## config.mk

```make
export PLATFORM = sky130hd
export DESIGN_NAME = base32_stream_encoder_unit
export DESIGN_NICKNAME = d
export VERILOG_FILES = /design/src/b32e_pkg.sv /design/src/base32_stream_encoder_unit.sv /design/src/b32e_front.sv /design/src/b32e_queue.sv /design/src/b32e_back.sv
export SDC_FILE = /design/constraint.sdc
export NUM_CORES = 1
export LEC_CHECK = 0
export BUFFER_PORTS_ARGS = -buffer_cell sky130_fd_sc_hd__buf_2
export CAP_MARGIN = 10
export CORE_UTILIZATION = 40
export DETAILED_ROUTE_END_ITERATION = 10
export HOLD_SLACK_MARGIN = 0.06
export PLACE_DENSITY = 0.53
export SLEW_MARGIN = 20
export SYNTH_ARGS = -nofsm -noshare
export SYNTH_HDL_FRONTEND = slang
export SYNTH_SLANG_ARGS = --single-unit
```

## constraint.sdc

```tcl
create_clock -name clk -period 9.6 [get_ports clk]
set_input_delay 1.92 -clock clk [delete_from_list [all_inputs] [get_ports clk]]
set_output_delay 1.92 -clock clk [all_outputs]
set_load 0.03 [all_outputs]
```

## src/b32e_pkg.sv

```systemverilog
// shared types, constants and lookup functions of the base32 stream encoder
`default_nettype none
package b32e_pkg;

  localparam logic [7:0] PAD_CHAR    = 8'h3D;
  localparam logic [3:0] GROUP_CHARS = 4'd8;
  localparam int unsigned QUEUE_DEPTH = 4;
  localparam int unsigned QUEUE_AW    = $clog2(QUEUE_DEPTH);

  typedef struct packed {
    logic [4:0] code0;
    logic [4:0] code1;
    logic [4:0] code2;
    logic [1:0] nchars;
    logic [2:0] npad;
    logic       eom;
  } job_t;

  function automatic logic [7:0] alphabet(input logic [4:0] code);
    logic [7:0] ch;
    if (code < 5'd26) begin
      ch = 8'h41 + {3'b000, code};
    end else begin
      ch = 8'h32 + {3'b000, code - 5'd26};
    end
    return ch;
  endfunction

  function automatic logic [2:0] chars_before(input logic [2:0] pos);
    logic [2:0] n;
    case (pos)
      3'd0: n = 3'd0;
      3'd1: n = 3'd1;
      3'd2: n = 3'd3;
      3'd3: n = 3'd4;
      3'd4: n = 3'd6;
      default: n = 3'd0;
    endcase
    return n;
  endfunction

endpackage
`default_nettype wire

```

## src/base32_stream_encoder_unit.sv

```systemverilog
// top level of the base32 stream encoder
//
// input queue side: data_byte and end_of_message are taken on a clock edge where
// push is high and full is low. one raw byte per item; end_of_message marks the
// final byte, which flushes leftover bits and pads the group with '='.
// output queue side: while empty is low, out_char holds the oldest character
// (last_char set on the final one of a message); it leaves on an edge with pop
// high and empty low.
// a byte yields one to eight characters. the back end emits one character per
// cycle while the output is popped, so throughput is set by the output: eight
// characters per five bytes. the first character of an item reaches the output
// through the queue entry, written on the accepting edge, and then the output
// register, which loads once the back end reaches that item.
// a four-entry job queue separates the front end from the character emitter,
// so bytes are still accepted while the output stalls; full rises once it fills.
// a stalled output holds its character. synchronous reset clears the
// accumulator, group position, queue and output valid flag.
`default_nettype none
module base32_stream_encoder_unit (
  input  wire logic       clk,
  input  wire logic       rst,
  input  wire logic [7:0] data_byte,
  input  wire logic       end_of_message,
  input  wire logic       push,
  output logic            full,
  output logic [7:0]      out_char,
  output logic            last_char,
  output logic            empty,
  input  wire logic       pop
);

  b32e_pkg::job_t new_job;
  b32e_pkg::job_t head_job;
  logic           accept;
  logic           q_empty;
  logic           job_done;

  assign accept = push && !full;

  b32e_front u_front (
    .clk            (clk),
    .rst            (rst),
    .accept         (accept),
    .data_byte      (data_byte),
    .end_of_message (end_of_message),
    .job            (new_job)
  );

  b32e_queue u_queue (
    .clk     (clk),
    .rst     (rst),
    .wr_en   (push),
    .wr_data (new_job),
    .full    (full),
    .rd_en   (job_done),
    .rd_data (head_job),
    .empty   (q_empty)
  );

  b32e_back u_back (
    .clk       (clk),
    .rst       (rst),
    .job       (head_job),
    .job_valid (!q_empty),
    .job_done  (job_done),
    .out_char  (out_char),
    .last_char (last_char),
    .empty     (empty),
    .pop       (pop)
  );

endmodule
`default_nettype wire

```

## src/b32e_front.sv

```systemverilog
// front end: bit accumulator, group tracking and per-item job classification
`default_nettype none
module b32e_front (
  input  wire logic          clk,
  input  wire logic          rst,
  input  wire logic          accept,
  input  wire logic [7:0]    data_byte,
  input  wire logic          end_of_message,
  output b32e_pkg::job_t     job
);

  logic [3:0]  acc;
  logic [2:0]  pending;
  logic [2:0]  pos;
  logic [3:0]  acc_next;
  logic [2:0]  pending_next;
  logic [2:0]  pos_next;

  logic [3:0]  bits;
  logic [3:0]  sh0;
  logic [3:0]  sh1;
  logic [2:0]  rem;
  logic [11:0] acc12;
  logic [11:0] shr0;
  logic [11:0] shr1;
  logic [11:0] shl;
  logic [2:0]  pos_eff;
  logic [1:0]  ndata;
  logic        fill;
  logic [1:0]  nchars;
  logic [3:0]  total;
  logic [3:0]  mask;

  always_comb begin
    bits    = ({1'b0, pending} + 4'd8 > 4'd12) ? 4'd12 : ({1'b0, pending} + 4'd8);
    acc12   = {acc, data_byte};
    sh0     = bits - 4'd5;
    shr0    = acc12 >> sh0;
    if (bits >= 4'd10) begin
      ndata = 2'd2;
      sh1   = bits - 4'd10;
    end else begin
      ndata = 2'd1;
      sh1   = 4'd0;
    end
    shr1    = acc12 >> sh1;
    rem     = (bits >= 4'd10) ? sh1[2:0] : sh0[2:0];
    shl     = acc12 << (3'd5 - rem);
    fill    = end_of_message && (rem != 3'd0);
    nchars  = ndata + {1'b0, fill};
    pos_eff = (pos > 3'd4) ? 3'd0 : pos;
    total   = {1'b0, b32e_pkg::chars_before(pos_eff)} + {2'b00, nchars};
    mask    = 4'((5'd1 << rem) - 5'd1);

    job.code0  = shr0[4:0];
    job.code1  = (ndata == 2'd2) ? shr1[4:0] : shl[4:0];
    job.code2  = shl[4:0];
    job.nchars = nchars;
    job.npad   = (end_of_message && total < b32e_pkg::GROUP_CHARS) ?
                 3'(b32e_pkg::GROUP_CHARS - total) : 3'd0;
    job.eom    = end_of_message;

    if (end_of_message) begin
      acc_next     = 4'd0;
      pending_next = 3'd0;
      pos_next     = 3'd0;
    end else begin
      acc_next     = acc12[3:0] & mask;
      pending_next = rem;
      pos_next     = (pos_eff >= 3'd4) ? 3'd0 : pos_eff + 3'd1;
    end
  end

  always_ff @(posedge clk) begin
    if (rst) begin
      acc     <= 4'd0;
      pending <= 3'd0;
      pos     <= 3'd0;
    end else if (accept) begin
      acc     <= acc_next;
      pending <= pending_next;
      pos     <= pos_next;
    end
  end

endmodule
`default_nettype wire

```

## src/b32e_queue.sv

```systemverilog
// short job queue between front and back end
`default_nettype none
module b32e_queue (
  input  wire logic          clk,
  input  wire logic          rst,
  input  wire logic          wr_en,
  input  b32e_pkg::job_t     wr_data,
  output logic               full,
  input  wire logic          rd_en,
  output b32e_pkg::job_t     rd_data,
  output logic               empty
);

  b32e_pkg::job_t                  entries [b32e_pkg::QUEUE_DEPTH];
  logic [b32e_pkg::QUEUE_AW-1:0]   wr_ptr;
  logic [b32e_pkg::QUEUE_AW-1:0]   rd_ptr;
  logic [b32e_pkg::QUEUE_AW:0]     count;
  logic                            do_wr;
  logic                            do_rd;

  assign full    = (count == (b32e_pkg::QUEUE_AW+1)'(b32e_pkg::QUEUE_DEPTH));
  assign empty   = (count == '0);
  assign do_wr   = wr_en && !full;
  assign do_rd   = rd_en && !empty;
  assign rd_data = entries[rd_ptr];

  always_ff @(posedge clk) begin
    if (do_wr) begin
      entries[wr_ptr] <= wr_data;
    end
  end

  always_ff @(posedge clk) begin
    if (rst) begin
      wr_ptr <= '0;
      rd_ptr <= '0;
      count  <= '0;
    end else begin
      if (do_wr) begin
        wr_ptr <= wr_ptr + 1'b1;
      end
      if (do_rd) begin
        rd_ptr <= rd_ptr + 1'b1;
      end
      if (do_wr && !do_rd) begin
        count <= count + 1'b1;
      end else if (do_rd && !do_wr) begin
        count <= count - 1'b1;
      end
    end
  end

endmodule
`default_nettype wire

```

## src/b32e_back.sv

```systemverilog
// back end: job to characters in an output register, one per cycle unless stalled
`default_nettype none
module b32e_back (
  input  wire logic          clk,
  input  wire logic          rst,
  input  b32e_pkg::job_t     job,
  input  wire logic          job_valid,
  output logic               job_done,
  output logic [7:0]         out_char,
  output logic               last_char,
  output logic               empty,
  input  wire logic          pop
);

  logic [2:0] idx;
  logic [3:0] total;
  logic       last_idx;
  logic       fire;
  logic       out_valid;
  logic [4:0] code;
  logic [7:0] ch;

  always_comb begin
    total    = {2'b00, job.nchars} + {1'b0, job.npad};
    last_idx = ({1'b0, idx} == total - 4'd1);
    fire     = job_valid && (!out_valid || pop);
    job_done = fire && last_idx;
    case (idx[1:0])
      2'd0:    code = job.code0;
      2'd1:    code = job.code1;
      default: code = job.code2;
    endcase
    ch = ({1'b0, idx} < {2'b00, job.nchars}) ? b32e_pkg::alphabet(code) : b32e_pkg::PAD_CHAR;
  end

  assign empty = !out_valid;

  always_ff @(posedge clk) begin
    if (fire) begin
      out_char  <= ch;
      last_char <= job.eom && last_idx;
    end
  end

  always_ff @(posedge clk) begin
    if (rst) begin
      idx       <= 3'd0;
      out_valid <= 1'b0;
    end else begin
      if (fire) begin
        out_valid <= 1'b1;
        idx       <= last_idx ? 3'd0 : idx + 3'd1;
      end else if (pop) begin
        out_valid <= 1'b0;
      end
    end
  end

endmodule
`default_nettype wire

```

==> results of run 1 <==
-- critical path, cell delays in order (launching register included) --
cell                       delay (ps)
sky130_fd_sc_hd__dfxtp_1          790
sky130_fd_sc_hd__nand2b_1         360
sky130_fd_sc_hd__inv_1            190
sky130_fd_sc_hd__ha_1             660
sky130_fd_sc_hd__nand2b_1         210
sky130_fd_sc_hd__nand2_1          170
sky130_fd_sc_hd__nand3_1          110
sky130_fd_sc_hd__nand2_1          110
sky130_fd_sc_hd__ha_1             220
sky130_fd_sc_hd__inv_1            130
sky130_fd_sc_hd__ha_1             210
sky130_fd_sc_hd__fa_1             410
sky130_fd_sc_hd__inv_1             60
sky130_fd_sc_hd__ha_1             150
sky130_fd_sc_hd__xor2_1           170
sky130_fd_sc_hd__xnor2_1          130
sky130_fd_sc_hd__nor2_1            80
-- cells in the final DEF (no fill, tap or decap), drive strengths merged, types with 7 or more instances in the layout --
cell	instances
clkinv	9
clkbuf	19
mux4	19
nor2	37
nor3	7
dfxtp	23
xor2	10
nor2b	7
edfxtp	92
a21oi	26
xnor2	7
ha	30
nand2	35
nand2b	10
o21ai	10
mux2i	42
nand3	7
inv	30
and2	7
a211oi	7
buf	29
-- registers in the layout (all words and copies together) (netlist names), named ones only --
signal	cells
u_back.idx	3
u_back.last_char	1
u_back.out_char	7
u_back.out_valid	1
u_front.acc	4
u_front.pending	3
u_front.pos	3
u_queue.count	3
u_queue.entries	84
u_queue.rd_ptr	2
u_queue.wr_ptr	2
-- power by group through the flow --
| stage | logic, mW | registers (mW) | clock network (mW) |
|---|---|---|---|
| 2_1_floorplan | 0.547 | 0.766 | 0 |
| 3_3_place_gp | 0.735 | 0.736 | 0 |
| 3_5_place_dp | 0.741 | 0.738 | 0 |
| 4_1_cts | 0.747 | 0.729 | 0.621 |
| 5_1_grt | 0.820 | 0.738 | 0.647 |
| 6_report | 0.739 | 0.728 | 0.611 |
-- final timing paths --
kind / start / endpoint / slack (ps)
max: u_front.pending[2] / u_queue.entries[0][3] / 5130
min: u_back.out_valid / u_back.out_valid / 470
max reg2reg: u_front.pending[2] / u_queue.entries[0][3] / 5130
min reg2reg: u_back.out_valid / u_back.out_valid / 470
-- per-layer routing --
metal,wire length (um),vias up,part of all wire,global-route usage
met5,0,-,0,0
met4,248,0,0.021,0.07512
met3,359,23,0.030,0.04124
met2,5649,75,0.48,0.2567
met1,5629,1826,0.47,0.2074
li1,-,1798,-,-
-- final cells by class --
cell class              instances  area share
clock buffers                  19     0.06304
multi-input cells             308      0.3735
inverters                      30     0.01640
flip-flops and latches        115      0.4693
well taps                     184     0.03352
repair buffers                 29     0.02368
clock inverters                13     0.02059
-- stage by stage --
step | hold slack (ps) | std cells | area [sq um] | power, mW
after global placement | 453.9 | 666 | 6294 | 1.471
after CTS | 470.0 | 698 | 6868 | 2.097
after floorplan | 445.5 | 478 | 6020 | 1.313
after detailed placement | 464.5 | 666 | 6294 | 1.479
after global routing | 516.4 | 698 | 6868 | 2.205
final | 467.2 | 698 | 6868 | 2.078
-- kinds of logic (layout without fill, tap and decap cells) --
kind of cell / Yosys count / in the layout
compound gates: 65 / 65
xor+xnor: 17 / 17
simple gates: 126 / 126
flops: 115 / 115
buf+inv: 55 / 91
other cells: 1 / 1
fa+ha+maj: 33 / 33
mux: 66 / 66
==> flow_metrics.tcl, run 1 <==
set metrics [dict create \
    design.final.nets 547 \
    share_of_the_yosys_chip_area_belonging_to_registers 0.5354 \
    ioPinCount 24 \
    timing.final.max_slew_violations 0 \
    max-cap-violations 0 \
    worstHoldPathType "reg -> reg" \
    worst-setup-path-type "reg -> reg" \
    syn_nets 524 \
    place.detailed.hpwl_um 7980 \
    number_of_register_bits_inferred_by_synthesis 115 \
    final.fill_count 1271 \
    clk_pin_slew_ps 50 \
    power.switching_fraction 0.3366 \
    synth_common_cells "92 x sky130_fd_sc_hd__edfxtp_1, 42 x sky130_fd_sc_hd__mux2i_1, 37 x sky130_fd_sc_hd__nor2_1, 35 x sky130_fd_sc_hd__nand2_1" \
    synthDominantCellAreaShare 0.4589 \
    tns_ps 0 \
    postSynthAreaPerCell_sq_um 12.59 \
    arrival_ps 4600 \
    result_of_the_run "finished, final reports clean" \
    cts_num_sinks 115 \
    clock_power_share 0.294 \
    post_synth_fa_ha_maj_area_fraction 0.07233 \
    htree_levels 4 \
    finalHoldViolCount 0 \
    grt.total_usage 0.1619 \
    ys_async_sr_fraction 0 \
    globalplace.congestion 0.8282 \
    tritoncts "yes" \
    post_synth_and_or_nand_nor_area_fraction 0.1041 \
    rsz0062_at_grt "false" \
    dr_total_vias 3722 \
    cts.repair_timing.setup_buffer_count 0 \
    yosys_warnings 0 \
    placement.io_buffers 22 \
    max_slew.worst_pin.slew_ps 741.4 \
    remaining_drc_errors 0 \
    initial_core_util 0.4126 \
    global_route_wire_length_before_repair_um 19040 \
    setup_violations_final 0 \
    cell_row_count 44 \
    die_h_um 124.7 \
    worst_setup_path_start_kind "flop" \
    crit_required_ps 9740 \
    synth.cell_area_sq_um 6020 \
    clock_skew_ps 5.918 \
    postRouteWirelength_um 11890 \
    route.antenna.remaining_nets 0 \
    antenna_found_initial 0 \
    antenna_cell_count 0 \
    netlist_instances 478 \
    timing.critical_path.to_type "flop" \
    netSwitchingPower_mw 0.6992 \
    clockRootBuffer "sky130_fd_sc_hd__clkbuf_16" \
    detailedRoute.firstIterationViolations 181 \
    drive_gt1_frac 0.1556 \
    final_critical_path_setup_slack_ps 5132 \
    synth-edff-count 92 \
    ff_latch_area_sq_um 3223 \
    layout-area-overhead-vs-synth_pct 14.09 \
    finalCritPeriodShare 0.4654 \
    timing.critical_path.fanout_max 23 \
    internal_dissipation_mw 1.378 \
    grt_start_max_net_pins 28 \
    number_of_global_route_vias_before_repair 3576 \
    drtPass1Iterations 4 \
    period_needed_ps 4468 \
    synthMostInstantiatedCell "sky130_fd_sc_hd__edfxtp_1" \
    slew_headroom 0.5050 \
    yosys.area_share.xor_xnor 0.02473 \
    sequentialPowerShare 0.351 \
    multi_input_gate_area_sq_um 2565 \
    power_per_cell_area_nw_per_um2 302.5 \
    maximum_resistive_drop_on_vdd_mv 0.1422 \
    design.core.area_sq_um 14590 \
    worst-r2r-cell-count 16 \
    achievable_frequency_ghz 0.2238 \
    die_width_um 124.7 \
    utilization 0.4708 \
    synth_mux_area_frac 0.1540 \
    cts.hold.buffers_added 0 \
    avgRoutedWirePerCell_um 17.03 \
    yosysTopAreaCell "sky130_fd_sc_hd__edfxtp_1" \
    insertion_delay_ps 410 \
    cts.repair.resized 0 \
    cells_on_worst_hold_path 2 \
    via_density 5.332 \
    p_comb_frac 0.356 \
    max-clock-path-buffers 2 \
    synth_ff_type "sky130_fd_sc_hd__edfxtp_1" \
    area_of_the_die_sq_um 15540 \
    pre_cts_ws_ps 5183 \
    post_synth_main_area_contributors "sky130_fd_sc_hd__edfxtp_1 46%, sky130_fd_sc_hd__dfxtp_1 7.6%, sky130_fd_sc_hd__mux2i_1 7.0%" \
    final_global_route_overflow_total 0 \
    netlist-cell-type-count 54 \
    compound_cell_area_share_of_the_yosys_netlist 0.07026 \
    p_leak_nw 2.532 \
    synth_top_family_by_area "multiplexers" \
    tritoncts_buffer_count 17 \
]
(Power assumes the default switching activity.)
==> run 2: changes to the inputs <==
--- a/config.mk
+++ b/config.mk
@@ -5,12 +5,13 @@
 export SDC_FILE = /design/constraint.sdc
 export NUM_CORES = 1
 export LEC_CHECK = 0
+export ABC_AREA = 1
 export BUFFER_PORTS_ARGS = -buffer_cell sky130_fd_sc_hd__buf_2
 export CAP_MARGIN = 10
 export CORE_UTILIZATION = 40
 export DETAILED_ROUTE_END_ITERATION = 10
 export HOLD_SLACK_MARGIN = 0.06
-export PLACE_DENSITY = 0.53
+export PLACE_DENSITY = 0.55
 export SLEW_MARGIN = 20
 export SYNTH_ARGS = -nofsm -noshare
 export SYNTH_HDL_FRONTEND = slang
==> constraint.sdc (replaced) <==
create_clock -name clk -period 3.8 [get_ports clk]
set_input_delay 0.76 -clock clk [delete_from_list [all_inputs] [get_ports clk]]
set_output_delay 0.76 -clock clk [all_outputs]
set_load 0.03 [all_outputs]
==> run 2 against run 1 <==
Clock skew grew 4.1 ps; sequential power increased to 2.6 times the previous value; cell count grew 32%; critical endpoint is now u_queue.entries[3][3]; largest power group unchanged.
==> flow_metrics.tcl, run 2 <==
set metrics [dict create \
    result_of_the_run "finished, final reports clean" \
    leading_cell_type_in_the_layout_fill_and_taps_excluded "sky130_fd_sc_hd__nand2_1" \
    worst-r2r-cell-count 16 \
    clock_skew_ps 10.03 \
    timing.critical_path.fanout_max 7 \
    timing.critical_path.to_type "flop" \
    design.core.area_sq_um 15200 \
    cells_on_worst_hold_path 2 \
    number_of_register_bits_inferred_by_synthesis 115 \
    cts_num_sinks 115 \
    netlist_instances 687 \
    critPathMaxStageDelay_ps 480 \
    crit_required_ps 4040 \
    ff_latch_area_sq_um 3223 \
    globalplace.congestion 0.8654 \
    finalNonFillerCells 919 \
    clockRootBuffer "sky130_fd_sc_hd__clkbuf_16" \
    tritoncts "yes" \
    power_per_cell_area_nw_per_um2 816.5 \
    remaining_drc_errors 0 \
    design.final.nets 764 \
    syn_nets 733 \
    placement.io_buffers 22 \
    synth_ff_type "sky130_fd_sc_hd__edfxtp_1" \
    share_of_the_yosys_chip_area_belonging_to_registers 0.5181 \
    slew_headroom 0.5142 \
    route.antenna.remaining_nets 0 \
    antenna_cell_count 0 \
    largest_registers "u_queue.entries: 84 flops, u_back.out_char: 7 flops, u_front.acc: 4 flops" \
    mostFrequentLayoutCells "161 x sky130_fd_sc_hd__nand2_1, 92 x sky130_fd_sc_hd__edfxtp_1, 78 x sky130_fd_sc_hd__inv_1" \
    worst_setup_path_start_kind "flop" \
    post_synth_main_area_contributors "sky130_fd_sc_hd__edfxtp_1 44%, sky130_fd_sc_hd__nand2_1 9.8%, sky130_fd_sc_hd__dfxtp_1 7.4%" \
    grt.total_usage 0.1829 \
    registers.top_by_ff_count "u_queue.entries" \
    postRouteWirelength_um 13390 \
    final.fill_count 1454 \
    arrival_ps 3780 \
    period_needed_ps 3538 \
    ys_async_sr_fraction 0 \
    timing.final.max_slew_violations 0 \
    setup_violations_final 0 \
    yosysTopAreaCell "sky130_fd_sc_hd__edfxtp_1" \
    finalHoldViolCount 0 \
    tns_ps 0 \
    rsz0062_at_grt "false" \
    tritoncts_buffer_count 17 \
    ioPinCount 24 \
    placedCellCount 887 \
    max_slew.worst_pin.slew_ps 721.0 \
    final_global_route_overflow_total 0 \
    dr_total_vias 4522 \
    grt_start_max_net_pins 35 \
    synth_common_cells "162 x sky130_fd_sc_hd__nand2_1, 92 x sky130_fd_sc_hd__edfxtp_1, 78 x sky130_fd_sc_hd__inv_1, 66 x sky130_fd_sc_hd__nor2_1, 50 x sky130_fd_sc_hd__o21ai_0" \
    synth.cell_area_sq_um 6221 \
    worstHoldPathType "reg -> reg" \
    synthMostInstantiatedCell "sky130_fd_sc_hd__nand2_1" \
    max-cap-violations 0 \
    clk_pin_slew_ps 50 \
    yosys_warnings 0 \
    finalCritPeriodShare 0.9311 \
    maximum_resistive_drop_on_vdd_mv 0.4219 \
    critical_path.cell_chain "nand2_2 > inv_1 > ha_1 > o21ai_1 > inv_1 > nand3_1 > nand2_1 > ha_1 > inv_1 > ha_1 > fa_1 > inv_1 > ha_1 > xnor2_1 > or2_2 > a21oi_2" \
    detailedRoute.firstIterationViolations 221 \
    max-clock-path-buffers 2 \
    p_leak_nw 2.997 \
    avgRoutedWirePerCell_um 14.56 \
    cell_row_count 45 \
    synthDominantCellAreaShare 0.4441 \
    multi_input_gate_area_sq_um 2517 \
    global_route_wire_length_before_repair_um 22100 \
    number_of_global_route_vias_before_repair 4380 \
    via_density 4.921 \
    layout-area-overhead-vs-synth_pct 14.30 \
    achievable_frequency_ghz 0.2826 \
    synth-edff-count 92 \
    largest_register_ffs 84 \
    area_of_the_die_sq_um 16060 \
    utilization 0.4677 \
    postSynthAreaPerCell_sq_um 9.055 \
    netlist-cell-type-count 47 \
    htree_levels 4 \
    holdWs_ps 486.4 \
    place.detailed.hpwl_um 9324 \
    die_width_um 126.7 \
    worst-setup-path-type "reg -> reg" \
    drive_gt1_frac 0.1341 \
    antenna_found_initial 0 \
    initial_core_util 0.4092 \
    die_h_um 126.7 \
    critical_path_cell_with_the_highest_stage_delay "sky130_fd_sc_hd__fa_1" \
    insertion_delay_ps 410 \
    drtPass1Iterations 5 \
]
-- run 2: through the flow --
stage | instance area [sq um] | setup WS [ps] | power (mW)
2_1_floorplan | 6221 | 145.4 | 3.758
6_report | 7111 | 261.7 | 5.806
3_3_place_gp | 6516 | 320.5 | 4.229
3_5_place_dp | 6516 | 142.2 | 4.271
4_1_cts | 7104 | 113.1 | 5.850
5_1_grt | 7111 | 48.11 | 6.228
-- run 2: final timing paths --
check / startpoint / endpoint / slack, ps
worst max-delay path: u_front.pending[1] / u_queue.entries[3][3] / 260
worst min-delay path: u_front.pending[0] / u_front.pending[0] / 490
worst max register to register: u_front.pending[1] / u_queue.entries[3][3] / 260
worst min register to register: u_front.pending[0] / u_front.pending[0] / 490
-- run 2: critical path: cells and delay by family (launching register included) --
family / cells / cell delay, ps
flip-flops: 1 / 440
buffers and inverters: 4 / 380
AND/OR/NAND/NOR: 4 / 620
XOR/XNOR: 1 / 130
adder cells (fa/ha/maj): 5 / 1450
AO/OA/AOI/OAI: 2 / 350
-- run 2: logic make-up after synthesis --
group | after synthesis | synth area share
flip-flops | 115 | 0.5181
XOR/XNOR | 9 | 0.01388
AND/OR/NAND/NOR | 295 | 0.2051
AO/OA/AOI/OAI | 125 | 0.1124
adder cells (fa/ha/maj) | 33 | 0.06999
other | 1 | 0.0006028
buffers and inverters | 109 | 0.07984
-- run 2: report_power, final --
part	total, mW	switching (mW)	internal (mW)
sequential	1.87	0.0975	1.77
clock	1.57	0.527	1.04
combinational	2.37	1.58	0.787
total	5.81	2.21	3.60
-- run 2: layout make-up --
class,count,share of cell area
multi-input cells,463,0.3540
well taps,188,0.03308
flip-flops and latches,115,0.4533
inverters,83,0.04452
repair buffers,38,0.03238
clock inverters,11,0.01936
clock buffers,21,0.06335
-- run 2: metal layers --
layer	global-route usage	wire [um]	vias to the layer above
met2	0.3003	6359	72
met4	0.06513	119	0
met3	0.04175	416	8
met1	0.2378	6489	2083
li1	-	-	2359
met5	0	0	-
-- run 2: what timing repair did --
item | 4_1_cts | 5_1_grt
setup endpoints to repair | 0 | 4
hold buffers | 0 | 0
endpoints found under the hold margin | 0 | 0
buffers inserted | 0 | 0
gates resized for setup | 0 | 2
